[src/design/ptq_pkg.sv]
// Shared types and constants for the periodic timer queue.
// Used by ptq_slot_mem, ptq_scan and periodic_timer_queue; depends on nothing.
package ptq_pkg;

   localparam int MAX_TIMERS = 16;
   localparam int IDX_W      = $clog2(MAX_TIMERS);
   localparam int CNT_W      = $clog2(MAX_TIMERS + 1);

   localparam int FUNC_W = 2;
   localparam int TIME_W = 48;
   localparam int IVAL_W = 32;
   localparam int ID_W   = 16;

   localparam logic [FUNC_W-1:0] FUNC_ADD    = 2'd0;
   localparam logic [FUNC_W-1:0] FUNC_REMOVE = 2'd1;
   localparam logic [FUNC_W-1:0] FUNC_TICK   = 2'd2;

   typedef logic [IDX_W-1:0] idx_type;

   typedef struct packed {
      logic [ID_W-1:0]   id;
      logic [TIME_W-1:0] deadline;
      logic [IVAL_W-1:0] interval;
   } slot_type;

   // one scan step: slot data arrives alongside this from the slot memory
   typedef struct packed {
      logic            clear;
      logic            step;
      logic            slot_valid;
      idx_type         idx;
      logic [ID_W-1:0] key;
   } scan_ctl_type;

   typedef struct packed {
      logic     best_found;
      idx_type  best_idx;
      slot_type best_slot;
      logic     match_found;
      idx_type  match_idx;
   } scan_res_type;

   typedef enum logic [2:0] {
      ST_IDLE,
      ST_ADD_SCAN,
      ST_REM_SCAN,
      ST_TICK_SCAN,
      ST_FIN_SCAN
   } state_type;

endpackage

[src/design/ptq_slot_mem.sv]
// Timer slot store: id, deadline and interval per slot, one write and one read port.
// Read data is registered. Depends on ptq_pkg.
module ptq_slot_mem (
   input  logic             clock,
   input  logic             wr_en,
   input  ptq_pkg::idx_type  wr_addr,
   input  ptq_pkg::slot_type wr_data,
   input  logic             rd_en,
   input  ptq_pkg::idx_type  rd_addr,
   output ptq_pkg::slot_type rd_data
);
   import ptq_pkg::*;

   slot_type mem_ff [MAX_TIMERS];
   slot_type rd_data_ff;

   always_ff @(posedge clock) begin
      if (wr_en) begin
         mem_ff[wr_addr] <= wr_data;
      end
      if (rd_en) begin
         rd_data_ff <= mem_ff[rd_addr];
      end
   end

   assign rd_data = rd_data_ff;

endmodule

[src/design/ptq_scan.sv]
// Shared scan unit: one slot per step, tracks the earliest deadline (lowest slot on ties)
// and the first slot whose id matches the key. Depends on ptq_pkg.
module ptq_scan (
   input  logic                 clock,
   input  logic                 reset,
   input  ptq_pkg::scan_ctl_type ctl,
   input  ptq_pkg::slot_type     slot,
   output ptq_pkg::scan_res_type res
);
   import ptq_pkg::*;

   logic     best_found_ff, best_found_in;
   idx_type  best_idx_ff, best_idx_in;
   slot_type best_slot_ff, best_slot_in;
   logic     match_found_ff, match_found_in;
   idx_type  match_idx_ff, match_idx_in;

   logic take_best;
   logic take_match;

   always_comb begin
      // strict less-than keeps the lower slot on equal deadlines
      take_best  = ctl.step && ctl.slot_valid &&
                   (!best_found_ff || (slot.deadline < best_slot_ff.deadline));
      take_match = ctl.step && ctl.slot_valid && !match_found_ff && (slot.id == ctl.key);

      best_found_in  = best_found_ff;
      best_idx_in    = best_idx_ff;
      best_slot_in   = best_slot_ff;
      match_found_in = match_found_ff;
      match_idx_in   = match_idx_ff;
      if (ctl.clear) begin
         best_found_in  = 1'b0;
         match_found_in = 1'b0;
      end else begin
         if (take_best) begin
            best_found_in = 1'b1;
            best_idx_in   = ctl.idx;
            best_slot_in  = slot;
         end
         if (take_match) begin
            match_found_in = 1'b1;
            match_idx_in   = ctl.idx;
         end
      end
   end

   always_ff @(posedge clock) begin
      if (reset) begin
         best_found_ff  <= 1'b0;
         match_found_ff <= 1'b0;
      end else begin
         best_found_ff  <= best_found_in;
         match_found_ff <= match_found_in;
      end
   end

   always_ff @(posedge clock) begin
      best_idx_ff  <= best_idx_in;
      best_slot_ff <= best_slot_in;
      match_idx_ff <= match_idx_in;
   end

   assign res.best_found  = best_found_ff;
   assign res.best_idx    = best_idx_ff;
   assign res.best_slot   = best_slot_ff;
   assign res.match_found = match_found_ff;
   assign res.match_idx   = match_idx_ff;

endmodule

[src/design/periodic_timer_queue.sv]
// Periodic timer queue: sequencer, slot valid bits and result registers.
// Instantiates ptq_slot_mem and ptq_scan; depends on ptq_pkg.
//
// An item is taken when start is high and busy low; busy then stays high until the
// result has been formed. Every item walks the whole slot table one slot per cycle
// through the single read port of the slot memory. Remove and tick take two scans; an
// add on a full table and the unused code take one; an add takes one scan per id
// candidate tried plus the final scan, so usually two, at most MAX_TIMERS + 2 when
// candidate ids collide with live ones or wrap to zero. The result appears in the
// cycle after the last scan, with rsp_strobe high for exactly that cycle, which is
// also the first cycle a new item can be taken. The receiver cannot stall: sample
// the rsp_ fields while rsp_strobe is high, they are only held until a new item is
// taken.
module periodic_timer_queue (
   input  logic                         clock,
   input  logic                         reset,
   input  logic                         start,
   output logic                         busy,
   input  logic [ptq_pkg::FUNC_W-1:0]   req_func,
   input  logic [ptq_pkg::TIME_W-1:0]   req_start_time,
   input  logic [ptq_pkg::IVAL_W-1:0]   req_interval,
   input  logic [ptq_pkg::ID_W-1:0]     req_timer_id,
   input  logic [ptq_pkg::TIME_W-1:0]   req_now_time,
   input  logic                         req_handler_stop,
   output logic                         rsp_strobe,
   output logic [ptq_pkg::ID_W-1:0]     rsp_new_id,
   output logic                         rsp_add_failed,
   output logic                         rsp_fired,
   output logic [ptq_pkg::ID_W-1:0]     rsp_fired_id,
   output logic                         rsp_armed,
   output logic [ptq_pkg::TIME_W-1:0]   rsp_next_deadline
);
   import ptq_pkg::*;

   state_type state_ff, state_in;

   logic [CNT_W-1:0]      cnt_ff, cnt_in;
   logic                  rd_pend_ff;
   idx_type               rd_idx_ff;
   logic [MAX_TIMERS-1:0] valid_ff, valid_in;
   logic [ID_W-1:0]       last_id_ff, last_id_in;
   logic                  strobe_ff;

   logic [ID_W-1:0]   cand_ff;
   logic [ID_W-1:0]   key_ff;
   idx_type           free_idx_ff;
   logic [TIME_W-1:0] start_ff;
   logic [IVAL_W-1:0] ival_ff;
   logic [TIME_W-1:0] now_ff;
   logic              stop_ff;

   logic [ID_W-1:0]   new_id_ff;
   logic              add_failed_ff;
   logic              fired_ff;
   logic [ID_W-1:0]   fired_id_ff;
   logic              armed_ff;
   logic [TIME_W-1:0] next_dl_ff;

   logic accept;
   logic table_full;
   idx_type free_idx;
   logic scan_done;
   logic rd_issue;
   logic scan_restart;
   logic add_retry;
   logic add_ok;
   logic rem_hit;
   logic tick_fire;
   logic tick_rearm;
   logic fin_done;

   logic              wr_en;
   idx_type           wr_addr;
   slot_type          wr_data;
   slot_type          rd_data;
   logic [TIME_W:0]   rearm_sum;
   logic [TIME_W-1:0] rearm_dl;

   scan_ctl_type scan_ctl;
   scan_res_type scan_res;

   ptq_slot_mem u_mem (
      .clock   (clock),
      .wr_en   (wr_en),
      .wr_addr (wr_addr),
      .wr_data (wr_data),
      .rd_en   (rd_issue),
      .rd_addr (cnt_ff[IDX_W-1:0]),
      .rd_data (rd_data)
   );

   ptq_scan u_scan (
      .clock (clock),
      .reset (reset),
      .ctl   (scan_ctl),
      .slot  (rd_data),
      .res   (scan_res)
   );

   // lowest free slot
   always_comb begin
      free_idx = '0;
      for (int i = MAX_TIMERS - 1; i >= 0; i--) begin
         if (!valid_ff[i]) begin
            free_idx = idx_type'(i);
         end
      end
   end

   assign table_full = &valid_ff;
   assign busy       = (state_ff != ST_IDLE);
   assign accept     = start && !busy;
   assign scan_done  = (cnt_ff == CNT_W'(MAX_TIMERS)) && !rd_pend_ff;

   // rearm: now plus interval, saturated to the time width
   assign rearm_sum = {1'b0, now_ff} + {{(TIME_W + 1 - IVAL_W){1'b0}}, scan_res.best_slot.interval};
   assign rearm_dl  = rearm_sum[TIME_W] ? {TIME_W{1'b1}} : rearm_sum[TIME_W-1:0];

   // next state
   always_comb begin
      state_in = state_ff;
      unique case (state_ff)
         ST_IDLE: begin
            if (accept) begin
               unique case (req_func)
                  FUNC_ADD:    state_in = table_full ? ST_FIN_SCAN : ST_ADD_SCAN;
                  FUNC_REMOVE: state_in = ST_REM_SCAN;
                  FUNC_TICK:   state_in = ST_TICK_SCAN;
                  default:     state_in = ST_FIN_SCAN;
               endcase
            end
         end
         ST_ADD_SCAN: begin
            if (scan_done && !add_retry) state_in = ST_FIN_SCAN;
         end
         ST_REM_SCAN, ST_TICK_SCAN: begin
            if (scan_done) state_in = ST_FIN_SCAN;
         end
         ST_FIN_SCAN: begin
            if (scan_done) state_in = ST_IDLE;
         end
         default: state_in = ST_IDLE;
      endcase
   end

   // sequencer outputs
   always_comb begin
      rd_issue   = busy && (cnt_ff != CNT_W'(MAX_TIMERS));
      add_retry  = (state_ff == ST_ADD_SCAN) && scan_done &&
                   ((cand_ff == '0) || scan_res.match_found);
      add_ok     = (state_ff == ST_ADD_SCAN) && scan_done && !add_retry;
      rem_hit    = (state_ff == ST_REM_SCAN) && scan_done && scan_res.match_found;
      tick_fire  = (state_ff == ST_TICK_SCAN) && scan_done && scan_res.best_found &&
                   (scan_res.best_slot.deadline <= now_ff);
      tick_rearm = tick_fire && (scan_res.best_slot.interval != '0) && !stop_ff;
      fin_done   = (state_ff == ST_FIN_SCAN) && scan_done;
      scan_restart = accept || (scan_done && ((state_ff == ST_ADD_SCAN) ||
                     (state_ff == ST_REM_SCAN) || (state_ff == ST_TICK_SCAN)));

      cnt_in = cnt_ff;
      if (scan_restart) begin
         cnt_in = '0;
      end else if (rd_issue) begin
         cnt_in = cnt_ff + CNT_W'(1);
      end

      wr_en = add_ok || tick_rearm;
      if (add_ok) begin
         wr_addr          = free_idx_ff;
         wr_data.id       = cand_ff;
         wr_data.deadline = start_ff;
         wr_data.interval = ival_ff;
      end else begin
         wr_addr          = scan_res.best_idx;
         wr_data.id       = scan_res.best_slot.id;
         wr_data.deadline = rearm_dl;
         wr_data.interval = scan_res.best_slot.interval;
      end

      valid_in = valid_ff;
      if (add_ok) valid_in[free_idx_ff] = 1'b1;
      if (rem_hit) valid_in[scan_res.match_idx] = 1'b0;
      if (tick_fire && !tick_rearm) valid_in[scan_res.best_idx] = 1'b0;

      last_id_in = add_ok ? cand_ff : last_id_ff;

      scan_ctl.clear      = scan_restart;
      scan_ctl.step       = rd_pend_ff;
      scan_ctl.slot_valid = valid_ff[rd_idx_ff];
      scan_ctl.idx        = rd_idx_ff;
      scan_ctl.key        = (state_ff == ST_ADD_SCAN) ? cand_ff : key_ff;
   end

   always_ff @(posedge clock) begin
      if (reset) begin
         state_ff   <= ST_IDLE;
         cnt_ff     <= '0;
         rd_pend_ff <= 1'b0;
         rd_idx_ff  <= '0;
         valid_ff   <= '0;
         last_id_ff <= '0;
         strobe_ff  <= 1'b0;
      end else begin
         state_ff   <= state_in;
         cnt_ff     <= cnt_in;
         rd_pend_ff <= rd_issue;
         rd_idx_ff  <= cnt_ff[IDX_W-1:0];
         valid_ff   <= valid_in;
         last_id_ff <= last_id_in;
         strobe_ff  <= fin_done;
      end
   end

   // request word and result fields
   always_ff @(posedge clock) begin
      if (accept) begin
         key_ff        <= req_timer_id;
         start_ff      <= req_start_time;
         ival_ff       <= req_interval;
         now_ff        <= req_now_time;
         stop_ff       <= req_handler_stop;
         free_idx_ff   <= free_idx;
         cand_ff       <= last_id_ff + ID_W'(1);
         new_id_ff     <= '0;
         add_failed_ff <= (req_func == FUNC_ADD) && table_full;
         fired_ff      <= 1'b0;
         fired_id_ff   <= '0;
      end
      if (add_retry) cand_ff <= cand_ff + ID_W'(1);
      if (add_ok) new_id_ff <= cand_ff;
      if (tick_fire) begin
         fired_ff    <= 1'b1;
         fired_id_ff <= scan_res.best_slot.id;
      end
      if (fin_done) begin
         armed_ff   <= scan_res.best_found;
         next_dl_ff <= scan_res.best_found ? scan_res.best_slot.deadline : '0;
      end
   end

   assign rsp_strobe        = strobe_ff;
   assign rsp_new_id        = new_id_ff;
   assign rsp_add_failed    = add_failed_ff;
   assign rsp_fired         = fired_ff;
   assign rsp_fired_id      = fired_id_ff;
   assign rsp_armed         = armed_ff;
   assign rsp_next_deadline = next_dl_ff;

   a_strobe_after_final: assert property (@(posedge clock) disable iff (reset)
      rsp_strobe |-> $past(state_ff == ST_FIN_SCAN))
      else $error("result strobe without a finished final scan");

   a_add_free_slot: assert property (@(posedge clock) disable iff (reset)
      add_ok |-> !valid_ff[free_idx_ff])
      else $error("add would overwrite a live slot");

   a_unarmed_empty: assert property (@(posedge clock) disable iff (reset)
      (rsp_strobe && !rsp_armed) |-> (valid_ff == '0))
      else $error("reported unarmed while slots are live");

   a_fire_clean: assert property (@(posedge clock) disable iff (reset)
      (rsp_strobe && rsp_fired) |-> ((rsp_new_id == '0) && !rsp_add_failed))
      else $error("fired result carries add fields");

   a_accept_busy: assert property (@(posedge clock) disable iff (reset)
      accept |=> busy)
      else $error("not busy after taking a word");

endmodule
[config.mk]
export PLATFORM = sky130hd
export DESIGN_NAME = periodic_timer_queue
export DESIGN_NICKNAME = d
export VERILOG_FILES = /design/src/design/ptq_pkg.sv /design/src/design/ptq_slot_mem.sv /design/src/design/ptq_scan.sv /design/src/design/periodic_timer_queue.sv
export SDC_FILE = /design/constraint.sdc
export NUM_CORES = 2
export LEC_CHECK = 0
export BUFFER_PORTS_ARGS = -buffer_cell sky130_fd_sc_hd__buf_4
export CAP_MARGIN = 30
export CORE_UTILIZATION = 45
export DETAILED_ROUTE_END_ITERATION = 8
export GPL_ROUTABILITY_DRIVEN = 0
export GPL_TIMING_DRIVEN = 0
export PLACE_DENSITY = 0.66
export SLEW_MARGIN = 20
export SYNTH_ARGS = -nofsm -noshare
export SYNTH_HDL_FRONTEND = slang
export SYNTH_SLANG_ARGS = --single-unit
[constraint.sdc]
create_clock -name clock -period 9.1 [get_ports clock]
set_input_delay 0.455 -clock clock [delete_from_list [all_inputs] [get_ports clock]]
set_output_delay 0.455 -clock clock [all_outputs]
set_load 0.05 [all_outputs]
==> metrics.yaml <==
min_to: "state_ff[0]"
nFillCells: 13149
ioPinCount: 235
finalPower_mw: 21.1
skew_ps: 41.3
hp-start: "start"
cts_sinks: 2032
final_cell_mix: "edfxtp_1 (1983), mux4_2 (485), buf_4 (250)"
fp.dieW_um: 424
viasPerCell: 5.92
status: "complete, no violations"
coreArea_um2: 177000
p_leak_nw: 32.3
rsz0062_at_grt: "no"
synthCells: 3969
synth.distinct_cells: 80
tns_ps: 0
criticalPathCategory: "reg2reg"
fmax_mhz: 147
yosysSeqAreaShare: 0.754
area_growth_pct: 21.0
hp-class: "in2reg"
syn_nets: 4252
crit_path_max_fanout: 15
synth_edf_count: 1983
tightestPinTransition_ps: 1050
cp.arrival_ps: 7360
power_density_nw_per_um2: 217
ant_nets: 0
final-setup-viol-count: 0
dr.pass1.iters: 6
syn_area_um2: 80300
start_kind: "flip-flop"
cts-root-buf: "clkbuf_16"
period_share: 0.749
r2r-start: "cnt_ff[1]"
async_flop_share: 0
grt_pass1_wl_um: 313000
grt_max_degree: 86
synth_warnings: 0
track_usage: 0.245
reg2reg_to: "u_mem.mem_ff[11][42]"
die_area_um2: 180000
ff_latch_area_um2: 60500
syn_avg_cell_area_um2: 20.2
vias: 43039
dp.cells: 6742
drc: 0
synthFlopType: "edfxtp_1"
post_cts_buffers: 0
row_count: 154
ctsHtreeMaxLevel: 4
drt_iter0_drc: 5344
required_ps: 9640
grt_pass1_vias: 43152
ir_drop_v: 0.000160
multi_input_area_um2: 18900
initial_utilization: 0.454
clock_latency_ps: 860
wire_per_inst_um: 30.3
grt_antenna_before_repair: 4
layout.cells.non_filler: 7275
cts_made_buffers: 203
cts_resized: 0
dp_hpwl_um: 153000
whs_path_depth: 6
layout-drive-gt1-share: 0.267
grt_overflow: 0
relSlewSlack: 0.298
cts.clk_slew.worst_paths_ps: 60
cts.path.max_buffers: 3
numPortBuffers: 234
fin_crit_ps: 6820
ys_seq_elements: 2032
end_kind: "flip-flop"
hold_viol: 0
fin_nets: 5055
maxSlewViolCount: 0
cts_tree: "done"
final_common_cell: "edfxtp_1"
r2r_cells: 16
wl_um: 221000
dieHeight_um: 424
r2r_setup_slack_ps: 2280
drv_cap: 0
logic make-up after synthesis:
kind of cell / Yosys count / synth area share
buffers and inverters: 293 / 0.0143
adders and majority gates: 133 / 0.0208
muxes: 516 / 0.140
AOI/OAI and AO/OA: 358 / 0.0292
and+or+nand+nor: 565 / 0.0342
DFF: 2032 / 0.754
xor gates and xnor gates: 72 / 0.00785
per-stage QoR:
step                      setup slack (ps)  area, µm²   util  hold WS (ps)
after global routing                  2180      97200  0.550           122
after global placement               -8120      85000  0.481           401
after detailed placement              2400      89000  0.504           405
after floorplan                       1140      80300      -           400
final                                 2280      97200  0.550          92.9
after CTS                             2360      97000  0.549          47.2
where the power goes:
group / total (mW) / internal, mW / switching (mW)
sequential: 10.8 / 10.6 / 0.154
combinational: 2.02 / 0.892 / 1.12
clock: 8.30 / 4.75 / 3.55
total: 21.1 / 16.3 / 4.83
layer usage:
| layer | vias up | part of all wire | GRT usage | wire [µm] |
|---|---|---|---|---|
| met1 | 22771 | 0.39 | 0.326 | 85300 |
| met3 | 372 | 0.078 | 0.0434 | 17200 |
| li1 | 17844 | - | - | - |
| met2 | 2052 | 0.49 | 0.396 | 107000 |
| met4 | 0 | 0.050 | 0.111 | 10900 |
| met5 | - | 0 | 0 | 0 |
what timing repair did:
action                                  in CTS  in global routing
hold endpoints to repair                   149                  0
hold buffers                               148                  0
endpoints found under the setup margin       0                  0
synth_stat cells (42+ instances only):
library cell  count  area share
edfxtp_1       1983        0.74
mux4_2          485        0.14
nand2_1         220       0.010
a21oi_1         139      0.0087
inv_1           135      0.0063
ha_1            132       0.021
clkbuf_1         98      0.0046
nor2_1           93      0.0043
and2_1           75      0.0058
a21o_1           51      0.0048
dfxtp_1          49       0.012
xnor2_1          42      0.0046
flip-flops by register name, indices dropped and copies added, names as in the netlist, 16 cells and up:
| signal | cells |
|---|---|
| cand_ff | 16 |
| rsp_fired_id | 16 |
| u_mem.mem_ff | 1536 |
| u_scan.res | 96 |
| valid_ff | 16 |
| rsp_next_deadline | 48 |
| now_ff | 48 |
| u_mem.rd_data | 96 |
| start_ff | 48 |
| key_ff | 16 |
| ival_ff | 32 |
| rsp_new_id | 16 |
| last_id_ff | 16 |
how the worst max path moves through the flow:
stage | from | end | slack, ps | cells after the start
after floorplan | cnt_ff[0] | u_mem.mem_ff[7][0] | 1140 | 11
after global placement | cnt_ff[0] | u_mem.mem_ff[4][42] | -8120 | 11
after detailed placement | cnt_ff[1] | u_mem.mem_ff[11][42] | 2400 | 15
after CTS | cnt_ff[1] | u_mem.mem_ff[11][42] | 2360 | 15
after global routing | cnt_ff[1] | u_mem.mem_ff[11][42] | 2180 | 16
final | cnt_ff[1] | u_mem.mem_ff[11][42] | 2280 | 16
cell type report:
class                      instances  area share
timing repair buffer             598      0.0733
clock buffer                     265      0.0559
antenna                            2   0.0000515
tap                             2340      0.0301
clock inverter                   101      0.0112
inverter                         135     0.00529
multi-input combinational       1644       0.194
sequential                      2032       0.623
buffer                           158     0.00681
critical path: stages (launching register included):
cell	delay, ps
dfxtp_1	330
clkbuf_1	620
clkbuf_1	670
clkbuf_1	780
inv_1	270
ha_1	270
and4bb_1	300
and2b_1	280
nand3_1	270
clkbuf_2	590
a21oi_1	350
buf_4	270
nor2b_4	560
buf_12	270
buf_16	200
buf_12	200
buf_16	190
No activity file was read; power rests on OpenSTA's default activity.
